**src/hw/rtl/periodic_stream_rate_scheduler_macros.svh**
```systemverilog
`ifndef PERIODIC_STREAM_RATE_SCHEDULER_MACROS_SVH
`define PERIODIC_STREAM_RATE_SCHEDULER_MACROS_SVH

// Same-cycle implication, checked on clk and held off during rst.
`define PSRS_ASSERT(lbl, ante, cons, msg) \
  lbl: assert property (@(posedge clk) disable iff (rst) (ante) |-> (cons)) else $error(msg);

// Next-cycle implication, checked on clk and held off during rst.
`define PSRS_ASSERT_NEXT(lbl, ante, cons, msg) \
  lbl: assert property (@(posedge clk) disable iff (rst) (ante) |=> (cons)) else $error(msg);

`endif

```
**src/hw/rtl/psrs_pkg.sv**
```systemverilog
`timescale 1ns / 1ps
package psrs_pkg;

  localparam int STREAM_COUNT     = 7;
  localparam int TICKS_PER_SECOND = 1000;

  localparam int TICK_W    = 32;
  localparam int RATE_W    = 10;
  localparam int MASK_W    = 7;
  localparam int APB_DW    = 32;
  localparam int TPS_W     = $clog2(TICKS_PER_SECOND + 1);
  localparam int DIV_CNT_W = $clog2(TPS_W + 1);
  localparam int IDX_W     = (STREAM_COUNT > 1) ? $clog2(STREAM_COUNT) : 1;
  localparam int PADDR_W   = IDX_W + 2;

  localparam int STREAM_HEARTBEAT = 0;
  localparam int STREAM_PARAMS    = 6;

  typedef logic [TICK_W-1:0] tick_t;
  typedef logic [RATE_W-1:0] rate_t;
  typedef logic [TPS_W-1:0]  period_t;
  typedef logic [MASK_W-1:0] mask_t;

  localparam tick_t   NO_DEADLINE = '1;
  localparam period_t TPS_VALUE   = period_t'(TICKS_PER_SECOND);

  // Item as it walks down the row of stream cells.
  typedef struct packed {
    logic  valid;
    tick_t now;
    tick_t delay;
    mask_t mask;
    mask_t sel;
  } token_t;

  function automatic rate_t rate_reset(int idx);
    return (idx == STREAM_HEARTBEAT || idx == STREAM_PARAMS) ? rate_t'(1) : '0;
  endfunction

endpackage

```
**src/hw/rtl/psrs_tick_if.sv**
```systemverilog
`timescale 1ns / 1ps
interface psrs_tick_if;
  import psrs_pkg::*;

  logic  valid;
  logic  ready;
  tick_t now_tick;

  modport source (output valid, output now_tick, input ready);
  modport sink (input valid, input now_tick, output ready);
endinterface

```
**src/hw/rtl/psrs_result_if.sv**
```systemverilog
`timescale 1ns / 1ps
interface psrs_result_if;
  import psrs_pkg::*;

  logic  valid;
  logic  ready;
  mask_t due_mask;
  tick_t next_delay;

  modport source (output valid, output due_mask, output next_delay, input ready);
  modport sink (input valid, input due_mask, input next_delay, output ready);
endinterface

```
**src/hw/rtl/psrs_period_div.sv**
```systemverilog
`timescale 1ns / 1ps
module psrs_period_div (
  input  logic            clk,
  input  logic            rst,
  input  logic            start,
  input  psrs_pkg::rate_t divisor,
  output logic            busy,
  output psrs_pkg::period_t quotient
);
  import psrs_pkg::*;

  logic [DIV_CNT_W-1:0] cnt;
  rate_t                rem;
  rate_t                dvs;
  period_t              dq;

  logic [RATE_W:0] rem_sh;
  logic            ge;
  rate_t           rem_next;

  // Restoring division of the tick base by the rate, one quotient bit a cycle.
  // Dividend bits shift out of dq at the top while quotient bits enter at the bottom.
  always_comb begin
    rem_sh   = {rem, dq[TPS_W-1]};
    ge       = rem_sh >= {1'b0, dvs};
    rem_next = ge ? RATE_W'(rem_sh - {1'b0, dvs}) : rem_sh[RATE_W-1:0];
  end

  always_ff @(posedge clk) begin
    if (rst) begin
      busy <= 1'b0;
    end else if (start) begin
      busy <= 1'b1;
      cnt  <= DIV_CNT_W'(TPS_W);
      rem  <= '0;
      dq   <= TPS_VALUE;
      dvs  <= divisor;
    end else if (busy) begin
      rem <= rem_next;
      dq  <= period_t'({dq, ge});
      cnt <= cnt - 1'b1;
      if (cnt == DIV_CNT_W'(1)) begin
        busy <= 1'b0;
      end
    end
  end

  assign quotient = dq;

endmodule

```
**src/hw/rtl/psrs_cell.sv**
```systemverilog
`timescale 1ns / 1ps
module psrs_cell (
  input  logic             clk,
  input  logic             rst,
  input  psrs_pkg::rate_t  rst_rate,
  input  logic             wr_en,
  input  psrs_pkg::rate_t  wr_rate,
  output psrs_pkg::rate_t  rate,
  output logic             busy,
  input  psrs_pkg::token_t tok_in,
  output psrs_pkg::token_t tok_out
);
  import psrs_pkg::*;

  logic    init;
  tick_t   last;
  period_t period;
  logic    div_busy;

  tick_t  period_ext;
  tick_t  due;
  tick_t  next;
  tick_t  dt;
  logic   enabled;
  logic   hit;
  token_t tok_next;

  // The period is recomputed after reset and after every rate write.
  psrs_period_div u_div (
    .clk      (clk),
    .rst      (rst),
    .start    (wr_en | init),
    .divisor  (wr_en ? wr_rate : rate),
    .busy     (div_busy),
    .quotient (period)
  );

  assign busy = init | div_busy;

  always_comb begin
    period_ext = tick_t'(period);
    due        = last + period_ext;
    next       = due + period_ext;
    enabled    = rate != '0;
    hit        = tok_in.now >= due;
    if (hit) begin
      dt = (next > tok_in.now) ? next - tok_in.now : '0;
    end else begin
      dt = due - tok_in.now;
    end

    tok_next       = tok_in;
    tok_next.delay = (enabled && dt < tok_in.delay) ? dt : tok_in.delay;
    tok_next.mask  = tok_in.mask | ((enabled && hit) ? tok_in.sel : '0);
    tok_next.sel   = tok_in.sel << 1;
  end

  always_ff @(posedge clk) begin
    if (rst) begin
      rate <= rst_rate;
      init <= 1'b1;
      last <= '0;
    end else begin
      init <= 1'b0;
      if (wr_en) begin
        rate <= wr_rate;
      end
      if (tok_in.valid && enabled && hit) begin
        last <= tok_in.now;
      end
    end
  end

  always_ff @(posedge clk) begin
    if (rst) begin
      tok_out.valid <= 1'b0;
    end else begin
      tok_out <= tok_next;
    end
  end

endmodule

```
**src/hw/rtl/periodic_stream_rate_scheduler.sv**
```systemverilog
`timescale 1ns / 1ps
// Seven-stream periodic scheduler. Each tick transaction on ticks carries the
// current millisecond count; one result transaction on results follows with the
// mask of streams that fell due and the ticks left until the earliest next
// deadline (all ones when no stream is enabled). The tick walks a row of seven
// stream cells, one cell per cycle, then a result register and the output
// register, where the result is offered. The next tick is accepted once the
// previous result has moved into the output register. Each cell keeps its
// period as 1000 divided by its rate, made by a bit-serial divider in the cell:
// ticks is held off after a rate write and after reset while the periods are
// rebuilt. Rates are written over the APB port at byte address 4*i, stream i
// in the documented order.
`include "periodic_stream_rate_scheduler_macros.svh"
module periodic_stream_rate_scheduler (
  input  logic                          clk,
  input  logic                          rst,
  psrs_tick_if.sink                     ticks,
  psrs_result_if.source                 results,
  input  logic                          psel,
  input  logic                          penable,
  input  logic                          pwrite,
  input  logic [psrs_pkg::PADDR_W-1:0]  paddr,
  input  logic [psrs_pkg::APB_DW-1:0]   pwdata,
  output logic [psrs_pkg::APB_DW-1:0]   prdata,
  output logic                          pready
);
  import psrs_pkg::*;

  token_t tok [STREAM_COUNT+1];
  rate_t  rates [STREAM_COUNT];
  logic [STREAM_COUNT-1:0] busy_vec;
  logic [STREAM_COUNT:0]   flight_vec;

  logic       in_flight;
  logic       accept;
  logic       apb_wr;
  logic [IDX_W-1:0] idx;
  rate_t      rd_rate;

  logic  res_v;
  mask_t res_mask;
  tick_t res_delay;
  logic  out_valid;
  mask_t out_mask;
  tick_t out_delay;
  logic  out_load;

  assign pready = 1'b1;
  assign apb_wr = psel && penable && pwrite;
  assign idx    = paddr[PADDR_W-1:2];

  always_comb begin
    rd_rate = '0;
    if (int'(idx) < STREAM_COUNT) begin
      rd_rate = rates[idx];
    end
    prdata = APB_DW'(rd_rate);
  end

  assign ticks.ready = !in_flight && !res_v && !(|busy_vec);
  assign accept      = ticks.valid && ticks.ready;

  always_ff @(posedge clk) begin
    if (rst) begin
      tok[0].valid <= 1'b0;
    end else begin
      tok[0].valid <= accept;
      tok[0].now   <= ticks.now_tick;
      tok[0].delay <= NO_DEADLINE;
      tok[0].mask  <= '0;
      tok[0].sel   <= mask_t'(1);
    end
  end

  for (genvar i = 0; i < STREAM_COUNT; i++) begin : g_cell
    psrs_cell u_cell (
      .clk      (clk),
      .rst      (rst),
      .rst_rate (rate_reset(i)),
      .wr_en    (apb_wr && idx == IDX_W'(i)),
      .wr_rate  (pwdata[RATE_W-1:0]),
      .rate     (rates[i]),
      .busy     (busy_vec[i]),
      .tok_in   (tok[i]),
      .tok_out  (tok[i+1])
    );
  end

  always_ff @(posedge clk) begin
    if (rst) begin
      in_flight <= 1'b0;
    end else if (accept) begin
      in_flight <= 1'b1;
    end else if (tok[STREAM_COUNT].valid) begin
      in_flight <= 1'b0;
    end
  end

  // The result stage lets a finished item leave the row while the output
  // register still waits on the sink.
  assign out_load = res_v && (!out_valid || results.ready);

  always_ff @(posedge clk) begin
    if (rst) begin
      res_v <= 1'b0;
    end else if (tok[STREAM_COUNT].valid) begin
      res_v     <= 1'b1;
      res_mask  <= tok[STREAM_COUNT].mask;
      res_delay <= tok[STREAM_COUNT].delay;
    end else if (out_load) begin
      res_v <= 1'b0;
    end
  end

  always_ff @(posedge clk) begin
    if (rst) begin
      out_valid <= 1'b0;
    end else if (out_load) begin
      out_valid <= 1'b1;
      out_mask  <= res_mask;
      out_delay <= res_delay;
    end else if (results.ready) begin
      out_valid <= 1'b0;
    end
  end

  assign results.valid      = out_valid;
  assign results.due_mask   = out_mask;
  assign results.next_delay = out_delay;

  always_comb begin
    for (int k = 0; k <= STREAM_COUNT; k++) begin
      flight_vec[k] = tok[k].valid;
    end
  end

  `PSRS_ASSERT(a_one_item_in_row, 1'b1, $onehot0({flight_vec, res_v}), "more than one item in flight")
  `PSRS_ASSERT_NEXT(a_entry_loaded, accept, tok[0].valid && tok[0].delay == NO_DEADLINE, "accepted tick did not enter the row")
  `PSRS_ASSERT_NEXT(a_row_drains, tok[STREAM_COUNT].valid, res_v && !in_flight, "finished item not captured")

endmodule

```
**src/flat_wrapper.sv**
```systemverilog
// flat-port wrapper written by rule: the top's interface ports become plain ports
module periodic_stream_rate_scheduler_flat import psrs_pkg::*;
  (clk, rst, psel, penable, pwrite, paddr, pwdata, prdata, pready, ticks_valid, ticks_now_tick, ticks_ready, results_valid, results_due_mask, results_next_delay, results_ready);
  psrs_tick_if ticks_i ();
  psrs_result_if results_i ();
  input  logic clk;
  input  logic rst;
  input  logic psel;
  input  logic penable;
  input  logic pwrite;
  input  logic [psrs_pkg::PADDR_W-1:0] paddr;
  input  logic [psrs_pkg::APB_DW-1:0] pwdata;
  output logic [psrs_pkg::APB_DW-1:0] prdata;
  output logic pready;
  input wire logic [$bits(ticks_i.valid)-1:0] ticks_valid;
  input wire logic [$bits(ticks_i.now_tick)-1:0] ticks_now_tick;
  output wire logic [$bits(ticks_i.ready)-1:0] ticks_ready;
  output wire logic [$bits(results_i.valid)-1:0] results_valid;
  output wire logic [$bits(results_i.due_mask)-1:0] results_due_mask;
  output wire logic [$bits(results_i.next_delay)-1:0] results_next_delay;
  input wire logic [$bits(results_i.ready)-1:0] results_ready;
  assign ticks_i.valid = ticks_valid;
  assign ticks_i.now_tick = ticks_now_tick;
  assign ticks_ready = ticks_i.ready;
  assign results_valid = results_i.valid;
  assign results_due_mask = results_i.due_mask;
  assign results_next_delay = results_i.next_delay;
  assign results_i.ready = results_ready;
  periodic_stream_rate_scheduler u_core (.clk(clk), .rst(rst), .ticks(ticks_i), .results(results_i), .psel(psel), .penable(penable), .pwrite(pwrite), .paddr(paddr), .pwdata(pwdata), .prdata(prdata), .pready(pready));
endmodule
```
**config.mk**
```make
export PLATFORM = sky130hd
export DESIGN_NAME = periodic_stream_rate_scheduler_flat
export DESIGN_NICKNAME = d
export VERILOG_FILES = /design/src/hw/rtl/psrs_pkg.sv /design/src/hw/rtl/psrs_tick_if.sv /design/src/hw/rtl/psrs_result_if.sv /design/src/hw/rtl/psrs_period_div.sv /design/src/hw/rtl/psrs_cell.sv /design/src/hw/rtl/periodic_stream_rate_scheduler.sv /design/src/flat_wrapper.sv
export VERILOG_INCLUDE_DIRS = /design/src /design/src/hw/rtl
export SDC_FILE = /design/constraint.sdc
export NUM_CORES = 2
export LEC_CHECK = 0
export BUFFER_PORTS_ARGS = -buffer_cell sky130_fd_sc_hd__buf_2
export CORE_MARGIN = 4
export CORE_UTILIZATION = 65
export CTS_CLUSTER_SIZE = 28
export DETAILED_ROUTE_END_ITERATION = 8
export GPL_ROUTABILITY_DRIVEN = 0
export PLACE_DENSITY = 0.82
export SYNTH_ARGS = -nofsm -noshare
export SYNTH_HDL_FRONTEND = slang
export SYNTH_HIERARCHICAL = 1
export SYNTH_SLANG_ARGS = --single-unit
export TNS_END_PERCENT = 30
```
**constraint.sdc**
```tcl
create_clock -name clk -period 8.5 [get_ports clk]
set_input_delay 0.85 -clock clk [delete_from_list [all_inputs] [get_ports clk]]
set_output_delay 0.85 -clock clk [all_outputs]
set_load 0.01 [all_outputs]
```
* Word-level counts from Yosys, hierarchy flattened
Cells that the tools add are included.
** Word-level totals
- Output and inout bits :: 74
- Register bits after elaboration :: 1126
- Bits of input ports :: 76
** Cells by class
- Equal/unequal tests :: 13
- Add/subtract/negate cells :: 42
- Mux-type cells :: 94
- Reductions and logical operators :: 81
- Bitwise logic cells :: 22
- $lt $le $gt $ge :: 30
** Operators by type and width (count)
- $mux 32 :: 20
- $add 32x10->32 :: 14
- $sub 32x32->32 :: 14
- $mux 10 :: 31
- $ge 32x32->1 :: 7
- $gt 32x32->1 :: 7
- $lt 32x32->1 :: 6
- $ge 11x10->1 :: 7
- $reduce_bool 10->1 :: 7
- $sub 10x10->10 :: 7
- $logic_and 1x1->1 :: 41
- $lt 32x32->1 const B :: 1
- $mux 4 :: 8
- $reduce_and 2->1 :: 16
- $bmux 10 s3 :: 1
- $mux 1 :: 29
- $eq 4x1->1 const B :: 7
- $sub 4x1->4 const B :: 7
- $reduce_bool 2->1 :: 10
- $or 1x1->1 :: 14
- $eq 3x3->1 const B :: 3
- $mux 7 :: 1
- $or 7x2->7 :: 1
- $or 7x3->7 :: 1
- 18 further kinds :: 22

* Longest topological paths before layout
- Depth in word-level cells :: 8
- Gate-level depth with buffers :: 40
- Gate-level depth less buffers :: 38

* Modules after synthesis
Netlist, hierarchy kept.
** By module, submodules not included
- psrs_cell (u_core.g_cell[0].u_cell ...) :: instances 4, cells each 1203, area each 11078.1 sq um
- psrs_cell (u_core.g_cell[5].u_cell ...) :: instances 2, cells each 1222, area each 10867.9 sq um
- psrs_period_div (u_core.g_cell[0].u_cell.u_div ...) :: instances 6, cells each 158, area each 1889.3 sq um
- psrs_cell (u_core.g_cell[1].u_cell) :: instances 1, cells each 1265, area each 11177.0 sq um
- periodic_stream_rate_scheduler :: instances 1, cells each 248, area each 4360.4 sq um
- psrs_period_div (u_core.g_cell[6].u_cell.u_div) :: instances 1, cells each 156, area each 1849.3 sq um

* Worst setup path before layout
Ideal clock, no wire load.
- Path kind :: flip-flop to flip-flop
- From :: register u_core.g_cell[1].u_cell.u_div.dq[6]
- To :: register u_core/g_cell[1].u_cell/tok_out[36] in the netlist's numbering (data pin)
- Data required time :: 8240 ps
- Data arrival time :: 7493 ps
- Buffers on the path :: 2
- Stages on the path, launching flop included :: 35
- Slack :: 747 ps
- Setup time :: 260 ps
- Cell sequence :: edfxtp_1 -> ha_1 -> a2111oi_2 -> o21ai_2 -> a31o_2 -> a21oi_1 -> xnor2_1 -> ha_1 -> nand2_1 -> o41ai_1 -> nand2_1 -> nor3_4 -> nand4_4 -> nor4b_2 -> xor2_1 -> ha_1 -> nand4_1 -> or3_1 -> nor2b_1 -> a21oi_1 -> a311oi_1 -> inv_1 -> buf_2 -> o22ai_1 -> ha_1 -> a21o_1 -> a211oi_1 -> nor2_1 -> nor3_1 -> or3_1 -> a31oi_1 -> or3_1 -> a21oi_2 -> buf_4 -> mux2_2
** RTL lines
- from (decl) :: RTL line psrs_period_div.sv:15 : period_t dq;
- from (signal assigned) :: RTL line psrs_period_div.sv:40 : dq <= period_t'({dq, ge});
- to (signal assigned) :: RTL line psrs_cell.sv:78 : tok_out <= tok_next;
- to (decl) :: RTL line psrs_cell.sv:11 : output psrs_pkg::token_t tok_out

==> flow_summary.yaml <==
power:
  vdd_drop_max_mv: 0.179
  p_per_area_nw_per_um2: 145
  p_leak_nw: 46.2
detailed_routing:
  wl_per_cell_um: 22.0
  drc: 0
  ant_nets: 0
  drt_wl_total_um: 269000
  via_per_inst: 6.52
  vias: 80000
  first_iter_violations: 7518
  drt_pass1_iterations: 9
setup_path:
  max_stage_delay_ns: 0.46
  reg2reg_slack_ns: -0.007
  crit_type: "reg -> reg"
  cp_slowest_cell: "edfxtp_1"
  worstSetupEndpointType: "register"
  cp.arrival_ns: 8.99
  worstSetupStartpointType: "register"
  critPathMaxFanout: 10
  ff2ff_path_depth: 38
  cp.required_ns: 8.98
run_status:
  outcome: "finished, violations left"
  violations: "negative setup slack"
cells_and_area:
  layout.nets: 11300
  final.fill_count: 9722
  syn2layout_area_growth_pct: 11.3
  drive_gt1_frac: 0.146
global_routing:
  grt_pass1_wl_um: 404000
  grt.overflow.total: 0
  grt_pass1_vias: 76200
  grt_usage: 0.331
  antenna_found_initial: 2
  grt_max_degree: 94
floorplan:
  fp.dieW_um: 388
  rows: 138
  pin_count: 150
  core_area_sq_um: 142000
  die_h_um: 388
  initial_core_util: 0.658
  dieArea_sq_um: 150000
clock_network:
  htreeDepth: 3
  cts_buffers: 118
  cts_hold_buf: 0
  cts_tree: "yes"
  clockBufferDepth: 3
  root_buffer: "clkbuf_16"
  clkLatencyLatePin_ns: 0.76
  clkTransAtPathRegs_ns: 0.07
  cts_num_sinks: 1168
timing:
  max_freq_mhz: 118
  post-route-period-util: 1.00
  min_period_ns: 8.51
  finalSetupViolCount: 2
  setup-tns-final_ns: -0.00872
  tightestPinTransition_ns: 1.27
  layout_setup_ws_ns: -0.00671
  rsz0062_at_grt: "true"
  finalClockSkew_ns: 0.0328
  relSlewSlack: 0.152
  final_max_slew_viol_count: 0
  hold_viol: 0
  holdWs_ns: 0.265
synth:
  synth_area_sq_um: 93600
  syn_avg_cell_area_sq_um: 9.52
  synthCells: 9833
  yosysWarnings: 6
placement:
  dp_hpwl_um: 206000
  io_buffer_count: 102
min_path:
  hold_class: "in -> reg"
  hold_path_depth: 1
job:
  drv_cap: 0
-- cell usage in the layout, fill, tap and decap left out, types with 169 or more instances in the layout --
| master | instances |
|---|---|
| nand4_1 | 210 |
| a21oi_1 | 697 |
| dfxtp_1 | 318 |
| nand2_1 | 610 |
| mux2_2 | 241 |
| nor2_1 | 635 |
| nand3_1 | 275 |
| conb_1 | 183 |
| mux2i_1 | 211 |
| a21o_1 | 296 |
| inv_1 | 767 |
| nor3_1 | 169 |
| ha_1 | 873 |
| xnor2_1 | 493 |
| xor2_1 | 308 |
| buf_4 | 324 |
| o21ai_0 | 351 |
| edfxtp_1 | 849 |
-- repair_timing --
action / 4_1_cts / 5_1_grt
gates resized for setup: 26 / 287
endpoints found under the setup margin: 128 / 224
pin swaps: 5 / 159
setup buffers: 9 / 67
cloned: 1 / 13
-- layout make-up --
type,count,area (sq um),area share
clock buffer,153,3250,0.0312
inverter,780,2940,0.0282
sequential,1168,31900,0.306
clock inverter,71,903,0.00867
multi-input combinational,7726,59200,0.568
timing repair buffer,468,3680,0.0353
tap,1890,2360,0.0227
antenna,7,17.5,0.000168
-- critical path, delay by kind of cell, from the launching register on --
kind	cells	cell delay, ns
AND/OR/NAND/NOR	11	2.25
multiplexers	1	0.36
adder cells (fa/ha/maj)	5	1.43
XOR/XNOR	2	0.20
AO/OA/AOI/OAI	14	2.72
buffers and inverters	5	0.81
flip-flops	1	0.46
-- final timing paths --
| check | endpoint | start |
|---|---|---|
| min reg2reg | u_core/results.due_mask[2] | u_core/res_mask[2] |
| min | u_core/tok[616] | ticks_now_tick[17] |
| max | u_core/g_cell[1].u_cell/tok_out[42] | u_core/g_cell[1].u_cell/u_div/quotient[0] |
| max reg2reg | u_core/g_cell[1].u_cell/tok_out[42] | u_core/g_cell[1].u_cell/u_div/quotient[0] |
-- per-stage QoR --
stage / utilization / cell area, sq um / total power, mW / setup slack [ns] / std cells
after floorplan: - / 94300 / 8.79 / 0.747 / 10000
after global placement: 0.687 / 97700 / 9.41 / -0.0167 / 11900
after detailed placement: 0.687 / 97700 / 9.53 / -0.164 / 11900
after CTS: 0.717 / 102000 / 15.1 / 0.00367 / 12200
after global routing: 0.732 / 104000 / 15.7 / -0.254 / 12300
final: 0.732 / 104000 / 15.1 / -0.00671 / 12300
-- power by group --
part / internal (mW) / switching, mW / leakage [nW] / total [mW]
sequential: 6.41 / 0.276 / 10.8 / 6.68
combinational: 1.15 / 1.75 / 33.4 / 2.91
clock: 3.23 / 2.33 / 2.00 / 5.56
total: 10.8 / 4.36 / 46.2 / 15.1
-- metal layers --
metal | vias to the layer above | wire length, um | GRT usage
met5 | - | 12 | 0
li1 | 36900 | - | -
met3 | 1180 | 22900 | 0.0497
met4 | 2 | 23100 | 0.228
met2 | 4273 | 124000 | 0.552
met1 | 37600 | 99000 | 0.396
-- registers in the layout, indices dropped and copies added, names as in the netlist --
name and count:
u_core/res_v 1, u_core/g_cell.u_cell/u_div/quotient 70, u_core/g_cell.u_cell/u_div/cnt 28, u_core/flight_vec 1
u_core/results.valid 1, u_core/g_cell.u_cell/u_div/busy 7, u_core/g_cell.u_cell/u_div/dvs 70, u_core/in_flight 1
u_core/res_mask 7, u_core/g_cell.u_cell/u_div/rem 70, u_core/g_cell.u_cell/last 224, u_core/g_cell.u_cell/rate 70
u_core/results.due_mask 7, u_core/res_delay 32, u_core/g_cell.u_cell/tok_out 508, u_core/results.next_delay 32
u_core/tok 32, u_core/g_cell.u_cell/init 7
(Power assumes the default switching activity.)
